$ cat config.mk
export PLATFORM = sky130hd
export DESIGN_NAME = rmch_front_flat
export DESIGN_NICKNAME = d
export VERILOG_FILES = /design/src/hdl/rmch_pkg.sv /design/src/hdl/rmch_if.sv /design/src/hdl/rmch_front.sv /design/src/flat_wrapper.sv
export SDC_FILE = /design/constraint.sdc
export NUM_CORES = 1
export LEC_CHECK = 0
export BUFFER_PORTS_ARGS = -buffer_cell sky130_fd_sc_hd__buf_2
export CAP_MARGIN = 15
export CELL_PAD_IN_SITES_DETAIL_PLACEMENT = 0
export CELL_PAD_IN_SITES_GLOBAL_PLACEMENT = 1
export CORE_AREA = 2 2 316 318
export DETAILED_ROUTE_END_ITERATION = 12
export DIE_AREA = 0 0 318 320
export PLACE_DENSITY_LB_ADDON = 0.05
export SETUP_SLACK_MARGIN = 0.02
export SLEW_MARGIN = 20
export SYNTH_ARGS = -nofsm -noshare
export SYNTH_HDL_FRONTEND = slang
export SYNTH_SLANG_ARGS = --single-unit
export TNS_END_PERCENT = 5
$ cat constraint.sdc
create_clock -name clk -period 9.3 [get_ports clk]
set_input_delay 1.86 -clock clk [delete_from_list [all_inputs] [get_ports clk]]
set_output_delay 1.86 -clock clk [all_outputs]
set_load 0.01 [all_outputs]
$ cat src/hdl/rmch_pkg.sv
`timescale 1ns / 1ps
// Package for the ray / mesh closest hit block: shared types, constants,
// register codes and the quotient compare used by the back end. No dependencies.
package rmch_pkg;

	localparam int COORD_BITS_DEF = 32;
	localparam int INDEX_BITS_DEF = 24;
	localparam int DIR_BITS       = 32;
	localparam int DIST_BITS      = 31;
	localparam int BARY_BITS      = 32;
	localparam int CFG_INDEX_BITS = 4;
	localparam int QUEUE_DEPTH    = 2;
	localparam int Q_BITS         = 33;
	localparam int FRAC_BITS      = 30;
	localparam int MAC_STEPS      = 24;
	localparam int DET_EPS        = 5;

	localparam logic [Q_BITS-1:0] ONE_Q30  = 33'h0_4000_0000;
	localparam logic [Q_BITS-1:0] BARY_TOL = 33'h0_0000_0001;
	localparam logic [Q_BITS-1:0] BARY_HI  = 33'h0_4000_0001;
	localparam logic [Q_BITS-1:0] DIST_MAX = 33'h0_7FFF_FFFF;

	localparam logic signed [DIR_BITS-1:0] DIR_X_RESET = 32'sh4000_0000;

	typedef enum logic [CFG_INDEX_BITS-1:0] {
		REG_ORIGIN_X     = 4'd0,
		REG_ORIGIN_Y     = 4'd1,
		REG_ORIGIN_Z     = 4'd2,
		REG_DIR_X        = 4'd3,
		REG_DIR_Y        = 4'd4,
		REG_DIR_Z        = 4'd5,
		REG_MIN_DISTANCE = 4'd6,
		REG_SKIP_INDEX   = 4'd7
	} cfg_reg_t;

	typedef enum logic [2:0] {
		ST_IDLE,
		ST_MAC,
		ST_NORM,
		ST_DIV_LOAD,
		ST_DIV_RUN,
		ST_DECIDE,
		ST_FINISH
	} state_t;

	typedef enum logic [3:0] {
		DST_NONE,
		DST_P0,
		DST_P1,
		DST_P2,
		DST_R0,
		DST_R1,
		DST_R2,
		DST_DET,
		DST_NU,
		DST_NV,
		DST_NT
	} dst_t;

	typedef enum logic [1:0] {
		DIV_U = 2'd0,
		DIV_V = 2'd1,
		DIV_S = 2'd2,
		DIV_T = 2'd3
	} div_sel_t;

	typedef struct packed {
		logic signed [DIR_BITS-1:0] dir_x;
		logic signed [DIR_BITS-1:0] dir_y;
		logic signed [DIR_BITS-1:0] dir_z;
		logic [DIST_BITS-1:0]       min_distance;
	} back_cfg_t;

	typedef struct packed {
		logic empty;
		logic full;
	} fifo_stat_t;

	typedef struct packed {
		logic              neg;
		logic              big;
		logic [Q_BITS-1:0] mag;
		logic              rem;
	} quot_t;

	function automatic logic mag_gt(input quot_t a, input logic [Q_BITS-1:0] k);
		return a.big || (a.mag > k) || ((a.mag == k) && a.rem);
	endfunction

endpackage

$ cat src/hdl/rmch_if.sv
`timescale 1ns / 1ps
// Channel interfaces of the closest hit block: configuration writes, triangle
// transactions and result transactions. Depends on rmch_pkg.
interface rmch_cfg_if #(parameter int DATA_BITS = 32);
	logic                                valid;
	logic                                ready;
	logic [rmch_pkg::CFG_INDEX_BITS-1:0] index;
	logic [DATA_BITS-1:0]                data;
	modport source(output valid, index, data, input ready);
	modport sink(input valid, index, data, output ready);
endinterface

interface rmch_tri_if #(parameter int COORD_BITS = 32, parameter int INDEX_BITS = 24);
	logic                         valid;
	logic                         ready;
	logic signed [COORD_BITS-1:0] a_x;
	logic signed [COORD_BITS-1:0] a_y;
	logic signed [COORD_BITS-1:0] a_z;
	logic signed [COORD_BITS-1:0] b_x;
	logic signed [COORD_BITS-1:0] b_y;
	logic signed [COORD_BITS-1:0] b_z;
	logic signed [COORD_BITS-1:0] c_x;
	logic signed [COORD_BITS-1:0] c_y;
	logic signed [COORD_BITS-1:0] c_z;
	logic [INDEX_BITS-1:0]        tri_index;
	logic                         last_tri;
	modport source(output valid, a_x, a_y, a_z, b_x, b_y, b_z, c_x, c_y, c_z,
		tri_index, last_tri, input ready);
	modport sink(input valid, a_x, a_y, a_z, b_x, b_y, b_z, c_x, c_y, c_z,
		tri_index, last_tri, output ready);
endinterface


$ cat src/hdl/rmch_front.sv
`timescale 1ns / 1ps
// Front end: ray configuration registers, triangle acceptance, skip check and
// edge / origin differences pushed to the queue. Depends on rmch_pkg, rmch_if.
module rmch_front #(
	parameter int COORD_BITS = rmch_pkg::COORD_BITS_DEF,
	parameter int INDEX_BITS = rmch_pkg::INDEX_BITS_DEF,
	parameter int DATA_BITS  = 32,
	parameter int ENTRY_BITS = 9 * (COORD_BITS + 1) + INDEX_BITS + 2
) (
	input  logic                  clk,
	input  logic                  arst_n,
	rmch_cfg_if.sink              cfg,
	rmch_tri_if.sink              triangle,
	input  rmch_pkg::fifo_stat_t  qstat,
	output logic                  push,
	output logic [ENTRY_BITS-1:0] push_data,
	output rmch_pkg::back_cfg_t   ray
);

	localparam int EW = COORD_BITS + 1;

	logic signed [COORD_BITS-1:0]         org_x_q, org_y_q, org_z_q;
	logic signed [rmch_pkg::DIR_BITS-1:0] dir_x_q, dir_y_q, dir_z_q;
	logic [rmch_pkg::DIST_BITS-1:0]       min_q;
	logic [INDEX_BITS-1:0]                skip_q;

	logic signed [EW-1:0] e1x, e1y, e1z, e2x, e2y, e2z, qx, qy, qz;
	logic                 skip;

	assign cfg.ready = 1'b1;

	always_ff @(posedge clk or negedge arst_n) begin
		if (!arst_n) begin
			org_x_q <= '0;
			org_y_q <= '0;
			org_z_q <= '0;
			dir_x_q <= rmch_pkg::DIR_X_RESET;
			dir_y_q <= '0;
			dir_z_q <= '0;
			min_q   <= '0;
			skip_q  <= '1;
		end else if (cfg.valid && cfg.ready) begin
			unique case (cfg.index)
				rmch_pkg::REG_ORIGIN_X:     org_x_q <= cfg.data[COORD_BITS-1:0];
				rmch_pkg::REG_ORIGIN_Y:     org_y_q <= cfg.data[COORD_BITS-1:0];
				rmch_pkg::REG_ORIGIN_Z:     org_z_q <= cfg.data[COORD_BITS-1:0];
				rmch_pkg::REG_DIR_X:        dir_x_q <= cfg.data[rmch_pkg::DIR_BITS-1:0];
				rmch_pkg::REG_DIR_Y:        dir_y_q <= cfg.data[rmch_pkg::DIR_BITS-1:0];
				rmch_pkg::REG_DIR_Z:        dir_z_q <= cfg.data[rmch_pkg::DIR_BITS-1:0];
				rmch_pkg::REG_MIN_DISTANCE: min_q   <= cfg.data[rmch_pkg::DIST_BITS-1:0];
				rmch_pkg::REG_SKIP_INDEX:   skip_q  <= cfg.data[INDEX_BITS-1:0];
				default: begin
				end
			endcase
		end
	end

	assign ray.dir_x        = dir_x_q;
	assign ray.dir_y        = dir_y_q;
	assign ray.dir_z        = dir_z_q;
	assign ray.min_distance = min_q;

	assign e1x = EW'(triangle.b_x) - EW'(triangle.a_x);
	assign e1y = EW'(triangle.b_y) - EW'(triangle.a_y);
	assign e1z = EW'(triangle.b_z) - EW'(triangle.a_z);
	assign e2x = EW'(triangle.c_x) - EW'(triangle.a_x);
	assign e2y = EW'(triangle.c_y) - EW'(triangle.a_y);
	assign e2z = EW'(triangle.c_z) - EW'(triangle.a_z);
	assign qx  = EW'(org_x_q) - EW'(triangle.a_x);
	assign qy  = EW'(org_y_q) - EW'(triangle.a_y);
	assign qz  = EW'(org_z_q) - EW'(triangle.a_z);
	assign skip = (triangle.tri_index == skip_q);

	assign triangle.ready = !qstat.full;
	assign push           = triangle.valid && !qstat.full;
	assign push_data      = {triangle.last_tri, skip, triangle.tri_index,
		qz, qy, qx, e2z, e2y, e2x, e1z, e1y, e1x};

endmodule

$ cat src/flat_wrapper.sv
// flat-port wrapper written by rule: the top's interface ports become plain ports
module rmch_front_flat 
#(
	parameter int COORD_BITS = rmch_pkg::COORD_BITS_DEF,
	parameter int INDEX_BITS = rmch_pkg::INDEX_BITS_DEF,
	parameter int DATA_BITS  = 32,
	parameter int ENTRY_BITS = 9 * (COORD_BITS + 1) + INDEX_BITS + 2
)
  (clk, arst_n, qstat, push, push_data, ray, cfg_valid, cfg_index, cfg_data, cfg_ready, triangle_valid, triangle_a_x, triangle_a_y, triangle_a_z, triangle_b_x, triangle_b_y, triangle_b_z, triangle_c_x, triangle_c_y, triangle_c_z, triangle_tri_index, triangle_last_tri, triangle_ready);
  rmch_cfg_if #(.DATA_BITS(DATA_BITS)) cfg_i ();
  rmch_tri_if #(.COORD_BITS(COORD_BITS), .INDEX_BITS(INDEX_BITS)) triangle_i ();
  input  logic clk;
  input  logic arst_n;
  input  rmch_pkg::fifo_stat_t qstat;
  output logic push;
  output logic [ENTRY_BITS-1:0] push_data;
  output rmch_pkg::back_cfg_t ray;
  input wire logic [$bits(cfg_i.valid)-1:0] cfg_valid;
  input wire logic [$bits(cfg_i.index)-1:0] cfg_index;
  input wire logic [$bits(cfg_i.data)-1:0] cfg_data;
  output wire logic [$bits(cfg_i.ready)-1:0] cfg_ready;
  input wire logic [$bits(triangle_i.valid)-1:0] triangle_valid;
  input wire logic [$bits(triangle_i.a_x)-1:0] triangle_a_x;
  input wire logic [$bits(triangle_i.a_y)-1:0] triangle_a_y;
  input wire logic [$bits(triangle_i.a_z)-1:0] triangle_a_z;
  input wire logic [$bits(triangle_i.b_x)-1:0] triangle_b_x;
  input wire logic [$bits(triangle_i.b_y)-1:0] triangle_b_y;
  input wire logic [$bits(triangle_i.b_z)-1:0] triangle_b_z;
  input wire logic [$bits(triangle_i.c_x)-1:0] triangle_c_x;
  input wire logic [$bits(triangle_i.c_y)-1:0] triangle_c_y;
  input wire logic [$bits(triangle_i.c_z)-1:0] triangle_c_z;
  input wire logic [$bits(triangle_i.tri_index)-1:0] triangle_tri_index;
  input wire logic [$bits(triangle_i.last_tri)-1:0] triangle_last_tri;
  output wire logic [$bits(triangle_i.ready)-1:0] triangle_ready;
  assign cfg_i.valid = cfg_valid;
  assign cfg_i.index = cfg_index;
  assign cfg_i.data = cfg_data;
  assign cfg_ready = cfg_i.ready;
  assign triangle_i.valid = triangle_valid;
  assign triangle_i.a_x = triangle_a_x;
  assign triangle_i.a_y = triangle_a_y;
  assign triangle_i.a_z = triangle_a_z;
  assign triangle_i.b_x = triangle_b_x;
  assign triangle_i.b_y = triangle_b_y;
  assign triangle_i.b_z = triangle_b_z;
  assign triangle_i.c_x = triangle_c_x;
  assign triangle_i.c_y = triangle_c_y;
  assign triangle_i.c_z = triangle_c_z;
  assign triangle_i.tri_index = triangle_tri_index;
  assign triangle_i.last_tri = triangle_last_tri;
  assign triangle_ready = triangle_i.ready;
  rmch_front #(.COORD_BITS(COORD_BITS), .INDEX_BITS(INDEX_BITS), .DATA_BITS(DATA_BITS), .ENTRY_BITS(ENTRY_BITS)) u_core (.clk(clk), .arst_n(arst_n), .cfg(cfg_i), .triangle(triangle_i), .qstat(qstat), .push(push), .push_data(push_data), .ray(ray));
endmodule
==> impl_metrics.env, run 1 <==
export IMPL_drive_gt1_frac=0.349
export IMPL_period_needed_ns=7.14
export IMPL_fmax_mhz=140
export IMPL_mostFrequentLayoutCells="buf_2, ha_1, mux2_2"
export IMPL_die_area_um2=102000
export IMPL_clockBufferDepth=3
export IMPL_place_hpwl_um=88700
export IMPL_clockPowerShare=0.222
export IMPL_grt_pass1_wl_um=152000
export IMPL_clock_latency_ns=0.57
export IMPL_synth_edf_count=0
export IMPL_skew_ns=0
export IMPL_setup_tns_ns=0
export IMPL_p_sw_frac=0.418
export IMPL_vdd_drop_max_v=0.000158
export IMPL_vias_per_cell=4.80
export IMPL_rows=115
export IMPL_die_y_um=320
export IMPL_grt_max_degree=132
export IMPL_die_w_um=318
export IMPL_start_kind="input pin"
export IMPL_antenna_found_initial=34
export IMPL_async_flop_share=1.00
export IMPL_relSlewSlack=0.332
export IMPL_cts_tree="built"
export IMPL_worstMarginPinSlew_ns=1.00
export IMPL_ant_nets=0
export IMPL_slowest_delay_ns=0.43
export IMPL_placed_area_um2=28800
export IMPL_dr_pass1_iters=5
export IMPL_wl_um=106000
export IMPL_hp_class="flip-flop to flip-flop"
export IMPL_finalWeightedCongestion=0.902
export IMPL_initial_utilization=0.239
export IMPL_h_tree_depth=1
export IMPL_wl_per_cell_um=22.7
export IMPL_setup_viol=0
export IMPL_drcViolationCount=0
export IMPL_syn_nets=3216
export IMPL_combPwrFrac=0.526
export IMPL_gr_usage_all_layers=0.200
export IMPL_final_hold_violation_count=0
export IMPL_seq_area_frac_synth=0.265
export IMPL_slew_violations=0
export IMPL_nets=3992
export IMPL_rsz0062_at_grt="no"
export IMPL_period_share=0.768
export IMPL_synth_area_per_cell_um2=9.15
export IMPL_endpoint_kind="output port"
export IMPL_yosys_warnings=0
export IMPL_cts_root_buf="clkbuf_16"
export IMPL_core_area_um2=98000
export IMPL_power_leakage_nw=15.2
export IMPL_numCtsBuffers=30
export IMPL_netlist_instances=2564
export IMPL_synthDistinctLibCells=81
export IMPL_syn_area_um2=23500
export IMPL_cp_arrival_ns=5.28
export IMPL_port_buffers=803
export IMPL_overflow=0
export IMPL_grt_pass1_vias=23250
export IMPL_yosys_most_used_dff="dfrtp_1"
export IMPL_finish_instance_area_um2=30000
export IMPL_first_iter_violations=919
export IMPL_syn_to_final_growth_pct=27.9
export IMPL_total_power_mw=5.93
export IMPL_p_int_mw=3.45
export IMPL_clock_sinks=247
export IMPL_worstSetupPathType="input pin to output port"
export IMPL_cp_max_fo=4
export IMPL_layout_commonest_cell="buf_2"
export IMPL_slowest_stage="nor2_1"
export IMPL_status="complete, no violations"
export IMPL_path_cells="buf_2 -> ha_1 -> fa_1 -> nor2b_1 -> o21ai_0 -> a21boi_0 -> o21a_1 -> o21ai_0 -> a21oi_1 -> nor3_1 -> nor2_1 -> a31oi_1 -> nor3_1 -> o22ai_1 -> buf_2"
export IMPL_ys_seq_elements=247
export IMPL_maxCapViolations=0
export IMPL_hold_buffers=0
export IMPL_clkTransAtPathRegs_ns=0.06
export IMPL_net_switching_power_mw=2.48
export IMPL_power_density_nw_per_um2=198
export IMPL_cts_resized=0
export IMPL_via_count=22407
export IMPL_seq_power_share=0.252
export IMPL_ios=808
export IMPL_required_ns=7.44
export IMPL_post_cts_buffers=0
## state kept, by name, indices dropped and copies added, names as in the netlist
| register | cells |
|---|---|
| u_core.dir_x_q | 32 |
| u_core.org_y_q | 32 |
| u_core.min_q | 31 |
| u_core.org_x_q | 32 |
| u_core.skip_q | 24 |
| u_core.dir_z_q | 32 |
| u_core.dir_y_q | 32 |
| u_core.org_z_q | 32 |
## layer usage
| layer | GRT usage | vias up | share of wire |
|---|---|---|---|
| met5 | 0 | - | 0.00046 |
| met1 | 0.227 | 10782 | 0.40 |
| met4 | 0.0679 | 10 | 0.032 |
| li1 | - | 10849 | - |
| met2 | 0.367 | 639 | 0.51 |
| met3 | 0.0429 | 127 | 0.059 |
## cells in the mapped netlist (all sizes together), types with 12 or more instances
cell    number  area (um2)
buf         36         236
nor3        39         195
nand4       22         138
a21o       114         856
a21oi      207        1060
and3        20         125
o21ai      123         619
dfstp       25         657
a21boi      12        90.1
or3         16         100
nand3       42         210
and2        13        81.3
nand2b      26         163
o21bai      31         233
o21a        53         399
o31ai       14         105
xnor2      165        1450
nand2      133         499
nor2       159         597
inv        186         698
ha         288        3600
clkbuf      32         120
nor2b       47         294
a31oi       29         188
xor2        99         867
mux2       248        2790
dfrtp      222        5560
## worst max-delay path, delay by kind of cell
family          cells  cell delay [ns]
buf+inv             2             0.29
fa+ha+maj           2             0.62
compound gates      7             1.56
simple gates        4             0.95
## kinds of logic after synthesis
kind of cell	Yosys count	synth area share
other cells	1	0.000160
fa+ha+maj	297	0.161
mux	249	0.120
compound gates	701	0.197
xor+xnor	264	0.0986
flops	247	0.265
simple gates	551	0.113
buf+inv	254	0.0450
## power groups by stage
stage               Combinational, mW  Clock (mW)  Sequential (mW)
floorplan                        1.78           0             1.53
global route                     3.42        1.40             1.53
detailed placement               3.17           0             1.52
CTS                              3.19        1.37             1.50
finish                           3.12        1.32             1.50
global placement                 3.17           0             1.51
## worst paths after layout
kind | slack [ns] | endpoint | start | cells after the start
max reg2reg | 8.47 | u_core.org_y_q[31] | u_core.org_y_q[31] | 1
max in group asynchronous | 6.55 | u_core.min_q[9] | arst_n | 2
max | 2.16 | push_data[65] | triangle_a_y[0] | 15
min in group asynchronous | 1.34 | u_core.min_q[24] | arst_n | 1
min reg2reg | 0.50 | u_core.dir_y_q[18] | u_core.dir_y_q[18] | 1
min | 0.50 | u_core.dir_y_q[18] | u_core.dir_y_q[18] | 1
## per-stage QoR
step | util | setup slack, ns | hold WS (ns) | std cells
after global routing | 0.306 | 1.80 | 0.515 | 4662
after floorplan | - | 3.06 | 0.479 | 2564
final | 0.306 | 2.16 | 0.498 | 4669
after CTS | 0.306 | 2.09 | 0.501 | 4651
after global placement | 0.294 | 2.08 | 0.485 | 4595
after detailed placement | 0.294 | 2.10 | 0.486 | 4595
## area by class of cell
type                    count  area [um2]
multi-input cells        2063       16200
well taps                1287        1610
inverters                 186         698
clock inverters            16         229
fillers                 10645       68000
repair buffers            812        4110
clock buffers              40         890
flip-flops and latches    247        6210
diodes                     18        45.0
(Power assumes the default switching activity.)
==> run 2, diff against run 1 <==
--- a/config.mk
+++ b/config.mk
@@ -5,13 +5,14 @@
 export SDC_FILE = /design/constraint.sdc
 export NUM_CORES = 1
 export LEC_CHECK = 0
+export ABC_AREA = 1
 export BUFFER_PORTS_ARGS = -buffer_cell sky130_fd_sc_hd__buf_2
 export CAP_MARGIN = 15
 export CELL_PAD_IN_SITES_DETAIL_PLACEMENT = 0
 export CELL_PAD_IN_SITES_GLOBAL_PLACEMENT = 1
-export CORE_AREA = 2 2 316 318
+export CORE_MARGIN = 2
+export CORE_UTILIZATION = 33
 export DETAILED_ROUTE_END_ITERATION = 12
-export DIE_AREA = 0 0 318 320
 export PLACE_DENSITY_LB_ADDON = 0.05
 export SETUP_SLACK_MARGIN = 0.02
 export SLEW_MARGIN = 20
==> constraint.sdc (replaced) <==
create_clock -name clk -period 5.9 [get_ports clk]
set_input_delay 1.18 -clock clk [delete_from_list [all_inputs] [get_ports clk]]
set_output_delay 1.18 -clock clk [all_outputs]
set_load 0.01 [all_outputs]
==> run 2 against run 1 <==
First-iteration DRC count rose to 2.6 times the previous value. Via count up 57%. Die area down 3.6%. Synthesized cell count up 120%. Wire length up 29%. Clock power up 60%. Count of clock-buffer cells in the layout down 7. Synthesized area up 35%. Sequential power up 57%. Clock skew unchanged. Critical path depth down 3. Final area up 27%. Largest power group unchanged.
==> impl_metrics.env, run 2 <==
export IMPL_status="complete, no violations"
export IMPL_hold_buffers=0
export IMPL_antenna_found_initial=25
export IMPL_vias_per_cell=4.52
export IMPL_relSlewSlack=0.346
export IMPL_die_area_um2=98100
export IMPL_worstSetupPathType="input pin to output port"
export IMPL_synthTopCellsByCount="nand2_1, inv_1, nor2_1, ha_1, a21oi_1"
export IMPL_syn_area_um2=31600
export IMPL_setup_viol=0
export IMPL_period_needed_ns=4.44
export IMPL_period_share=0.753
export IMPL_slowest_stage="fa_1"
export IMPL_seq_area_um2=6210
export IMPL_crit_cells=12
export IMPL_dr_pass1_iters=7
export IMPL_grt_pass1_vias=32927
export IMPL_initial_utilization=0.333
export IMPL_die_w_um=313
export IMPL_numCtsBuffers=28
export IMPL_synthTopCellsByArea="nand2_1, dfrtp_1, inv_1"
export IMPL_skew_ns=0
export IMPL_gr_usage_all_layers=0.268
export IMPL_multi_input_area_um2=20200
export IMPL_fillers=10987
export IMPL_syn_nets=6397
export IMPL_setup_worst_path_end="push_data[243]"
export IMPL_synth_most_common_cell="nand2_1"
export IMPL_synthDistinctLibCells=31
export IMPL_nets=7154
export IMPL_rr_endpoint="u_core.org_z_q[31]"
export IMPL_drcViolationCount=0
export IMPL_vdd_drop_max_v=0.000213
export IMPL_maxCapViolations=0
export IMPL_path_buf_inv=3
export IMPL_async_flop_share=1.00
export IMPL_slowest_delay_ns=0.43
export IMPL_yosys_most_used_dff="dfrtp_1"
export IMPL_port_buffers=803
export IMPL_slew_violations=0
export IMPL_netlist_instances=5745
export IMPL_path_cells="buf_2 -> ha_1 -> fa_1 -> inv_1 -> nand2_1 -> nand2_1 -> nand3_1 -> nand2_1 -> nand2_1 -> nand2_1 -> xor2_1 -> buf_2"
export IMPL_hp_class="flip-flop to flip-flop"
export IMPL_post_cts_buffers=0
export IMPL_overflow=0
export IMPL_ios=808
export IMPL_finalWeightedCongestion=0.953
export IMPL_wl_met2_um=64700
export IMPL_grt_max_degree=128
export IMPL_start_kind="input pin"
export IMPL_endpoint_kind="output port"
export IMPL_fmax_mhz=225
export IMPL_syn_to_final_growth_pct=20.4
export IMPL_power_leakage_nw=25.2
export IMPL_grt_pass1_wl_um=199000
export IMPL_layout_commonest_cell="nand2_1"
export IMPL_cp_max_fo=3
export IMPL_wl_per_cell_um=17.5
export IMPL_r2r_start="u_core.org_z_q[31]"
export IMPL_met3_length_um=6850
export IMPL_required_ns=4.72
export IMPL_cts_tree="built"
export IMPL_clkTransAtPathRegs_ns=0.07
export IMPL_synth_area_per_cell_um2=5.49
export IMPL_dpl_worst_slack_ns=1.37
export IMPL_mostFrequentLayoutCells="nand2_1, inv_1, buf_2"
export IMPL_synth_top_cell_by_area="nand2_1"
export IMPL_ant_nets=0
export IMPL_holdCritStartpoint="u_core.dir_y_q[22]"
export IMPL_power_density_nw_per_um2=260
export IMPL_synth_edf_count=0
export IMPL_crit_family="adder cells"
export IMPL_drive_gt1_frac=0.139
export IMPL_clock_latency_ns=0.58
export IMPL_rows=113
export IMPL_cts_root_buf="clkbuf_16"
export IMPL_clock_sinks=247
export IMPL_regToRegSetupSlack_ns=5.06
export IMPL_synth_top_area_share=0.292
export IMPL_final_hold_violation_count=0
export IMPL_die_y_um=313
export IMPL_wl_met1_um=60000
export IMPL_worstMarginPinSlew_ns=0.982
export IMPL_cts_resized=0
export IMPL_wl_um=136000
export IMPL_place_inst=7736
export IMPL_yosys_warnings=0
export IMPL_core_area_um2=94900
export IMPL_route_top_layer_used="met5"
export IMPL_setup_slack_ns=1.46
export IMPL_fin_cells=7798
export IMPL_setup_tns_ns=0
export IMPL_crit_top_cell="nand2_1"
export IMPL_clockBufferDepth=3
export IMPL_first_iter_violations=2371
export IMPL_rsz0062_at_grt="no"
export IMPL_cp_arrival_ns=3.26
export IMPL_ys_seq_elements=247
export IMPL_h_tree_depth=1
export IMPL_total_power_mw=9.88
export IMPL_place_hpwl_um=118000
export IMPL_seq_area_frac_synth=0.197
export IMPL_critPathLaunch="triangle_a_y[0]"
export IMPL_via_count=35272
export IMPL_reg2reg_depth=2
## run 2: kinds of logic (layout without fill, tap and decap cells)
group | after synthesis | after routing | synth area share
AOI/OAI and AO/OA | 453 | 453 | 0.0735
xor gates and xnor gates | 156 | 156 | 0.0433
adders and majority gates | 297 | 297 | 0.120
buffers and inverters | 1360 | 2139 | 0.166
DFF | 247 | 247 | 0.197
other | 1 | 10 | 0.000119
and+or+nand+nor | 3231 | 3231 | 0.400
## run 2: worst min path at each step
stage	slack, ns	cells past startpoint	endpoint
final	0.48	2	u_core.dir_y_q[22]
after global routing	0.51	2	u_core.dir_y_q[23]
after CTS	0.48	2	u_core.dir_y_q[17]
after detailed placement	0.47	2	u_core.dir_y_q[17]
after global placement	0.46	2	u_core.dir_x_q[14]
after floorplan	0.45	2	u_core.org_x_q[0]
## run 2: tightest hold or removal path, stage by stage, from the launching register on
cell and delay (ns):
dfrtp_1 0.34, nand2_1 0.05, o21ai_0 0.06
## run 2: cell type report
class	count	area share
Antenna cell	9	0.000593
Clock buffer	33	0.0200
Clock inverter	19	0.00975
Inverter	1278	0.126
Multi-Input combinational cell	4138	0.530
Sequential cell	247	0.163
Tap cell	1265	0.0417
Timing Repair Buffer	809	0.108
## run 2: metrics by stage
stage	hold slack (ns)	utilization	instance area (um2)
after global placement	0.462	0.388	36800
after global routing	0.509	0.401	38000
after CTS	0.483	0.400	37900
final	0.482	0.401	38000
after floorplan	0.453	-	31600
after detailed placement	0.468	0.388	36800
## run 2: where the power goes
group / internal [mW] / switching, mW
combinational: 1.85 / 3.56
sequential: 2.09 / 0.267
clock: 1.33 / 0.786
total: 5.27 / 4.62
## run 2: per-layer routing
metal / up-vias / GRT usage
li1: 18676 / -
met1: 15590 / 0.348
met2: 841 / 0.465
met3: 155 / 0.0297
met4: 10 / 0.0856
met5: - / 0
==> run 3, diff against run 2 <==
--- a/config.mk
+++ b/config.mk
@@ -10,9 +10,9 @@
 export CAP_MARGIN = 15
 export CELL_PAD_IN_SITES_DETAIL_PLACEMENT = 0
 export CELL_PAD_IN_SITES_GLOBAL_PLACEMENT = 1
-export CORE_MARGIN = 2
-export CORE_UTILIZATION = 33
+export CORE_AREA = 2 2 313 315
 export DETAILED_ROUTE_END_ITERATION = 12
+export DIE_AREA = 0 0 315 317
 export PLACE_DENSITY_LB_ADDON = 0.05
 export SETUP_SLACK_MARGIN = 0.02
 export SLEW_MARGIN = 20
==> constraint.sdc (replaced) <==
create_clock -name clk -period 4.48 [get_ports clk]
set_input_delay 0.896 -clock clk [delete_from_list [all_inputs] [get_ports clk]]
set_output_delay 0.896 -clock clk [all_outputs]
set_load 0.01 [all_outputs]
==> run 3 against run 2 <==
Final cell count grew 0.27%. Register-to-register slack worse by 1.4 ns. Largest cell class unchanged. Highest routed layer unchanged. Critical path type unchanged. Critical path depth is the same.
==> impl_metrics.env, run 3 (synthesis results as in run 2) <==
export IMPL_core_area_um2=96300
export IMPL_cts_root_buf="clkbuf_16"
export IMPL_vias_per_cell=4.53
export IMPL_period_needed_ns=3.83
export IMPL_worstSetupPathType="input pin to output port"
export IMPL_clock_latency_ns=0.56
export IMPL_cp_max_fo=3
export IMPL_die_w_um=315
export IMPL_via_count=35415
export IMPL_net_switching_power_mw=6.03
export IMPL_antenna_found_initial=30
export IMPL_clock_sinks=247
export IMPL_gr_usage_all_layers=0.264
export IMPL_ios=808
export IMPL_h_tree_depth=1
export IMPL_multi_input_area_um2=20100
export IMPL_worstMarginPinSlew_ns=0.996
export IMPL_cts_tree="built"
export IMPL_grt_pass1_wl_um=198000
export IMPL_cp_arrival_ns=2.94
export IMPL_start_kind="input pin"
export IMPL_fin_cells=7819
export IMPL_rows=114
export IMPL_slowest_stage="fa_1"
export IMPL_rsz0062_at_grt="no"
export IMPL_crit_family="adder cells"
export IMPL_slew_violations=0
export IMPL_p_sw_frac=0.476
export IMPL_crit_top_cell="nand2_1"
export IMPL_status="complete, no violations"
export IMPL_drcViolationCount=0
export IMPL_ant_nets=0
export IMPL_layout_commonest_cell="nand2_1"
export IMPL_setup_tns_ns=0
export IMPL_combPwrFrac=0.563
export IMPL_endpoint_kind="output port"
export IMPL_fmax_mhz=261
export IMPL_grt_pass1_vias=32898
export IMPL_fillers=11212
export IMPL_path_cells="buf_2 -> ha_1 -> fa_1 -> inv_1 -> nand2_1 -> nand2_1 -> nand3_1 -> nand2_1 -> nand2_1 -> nand2_1 -> xor2_1 -> buf_2"
export IMPL_hold_buffers=0
export IMPL_clockPowerShare=0.192
export IMPL_seq_area_um2=6210
export IMPL_skew_ns=0
export IMPL_p_int_mw=6.64
export IMPL_clockBufferDepth=3
export IMPL_post_cts_buffers=0
export IMPL_grt_max_degree=97
export IMPL_setup_viol=0
export IMPL_power_leakage_nw=25.1
export IMPL_vdd_drop_max_v=0.000296
export IMPL_slowest_delay_ns=0.42
export IMPL_dr_pass1_iters=6
export IMPL_clkTransAtPathRegs_ns=0.06
export IMPL_relSlewSlack=0.335
export IMPL_place_hpwl_um=120000
export IMPL_syn_to_final_growth_pct=19.9
export IMPL_nets=7157
export IMPL_wl_um=137000
export IMPL_wl_per_cell_um=17.6
export IMPL_numCtsBuffers=28
export IMPL_final_hold_violation_count=0
export IMPL_power_density_nw_per_um2=335
export IMPL_maxCapViolations=0
export IMPL_overflow=0
export IMPL_port_buffers=803
export IMPL_drive_gt1_frac=0.139
export IMPL_die_area_um2=99900
export IMPL_place_inst=7751
export IMPL_period_share=0.856
export IMPL_hp_class="input pin to async pin"
export IMPL_required_ns=3.58
export IMPL_initial_utilization=0.328
export IMPL_cts_resized=0
export IMPL_die_y_um=317
export IMPL_finalWeightedCongestion=0.930
export IMPL_seq_power_share=0.246
export IMPL_path_buf_inv=3
export IMPL_first_iter_violations=2199
export IMPL_mostFrequentLayoutCells="nand2_1, inv_1, buf_2"
==> run 3: cell count changes in the layout (fill, tap and decap cells not counted), moves of 4 or more <==
| cell | before | now |
|---|---|---|
| bufinv_16 | 9 | 4 |
| buf_4 | 4 | 8 |
| clkbuf_1 | 1 | 7 |
| diode_2 | 9 | 16 |
| clkinv_2 | 2 | 6 |
==> run 3: worst paths after layout <==
path,from,to,slack [ns],cells past startpoint
worst max register to register,u_core.org_z_q[20],u_core.org_z_q[20],3.64,2
worst min register to register,u_core.dir_y_q[13],u_core.dir_y_q[13],0.48,2
max in group asynchronous,arst_n,u_core.skip_q[7],3.16,2
min in group clk,u_core.dir_y_q[13],u_core.dir_y_q[13],0.48,2
worst max-delay path,triangle_a_y[0],push_data[144],0.65,12
worst min-delay path,arst_n,u_core.min_q[0],0.29,1
==> run 3: stage by stage <==
step	utilization	power (mW)	worst slack (ns)	hold slack (ns)	instance area [um2]
3_5_place_dp	0.383	10.3	0.598	0.468	36800
4_1_cts	0.393	12.8	0.591	0.328	37800
6_report	0.393	12.7	0.645	0.291	37900
5_1_grt	0.393	13.7	0.436	0.348	37900
3_3_place_gp	0.383	10.3	0.611	0.462	36800
2_1_floorplan	-	7.27	1.31	0.453	31600
==> run 3: area by class of cell <==
type	count	area share
multi-input combinational	4138	0.532
sequential	247	0.164
inverter	1278	0.127
timing repair buffer	812	0.109
tap	1276	0.0422
clock buffer	38	0.0206
clock inverter	14	0.00483
antenna	16	0.00106
==> run 3: metal layers <==
layer  track usage  part of all wire  up-vias
li1              -                 -    18705
met1         0.341              0.44    15707
met2         0.460              0.48      847
met3        0.0302             0.051      150
met4        0.0827             0.033        6
met5             0           0.00025        -
==> run 3: power groups by stage <==
stage	combinational, mW	sequential, mW	clock (mW)
after floorplan	4.13	3.14	0
after global placement	7.13	3.13	0
after detailed placement	7.15	3.14	0
after CTS	7.17	3.11	2.48
after global routing	7.97	3.17	2.57
final	7.13	3.11	2.43
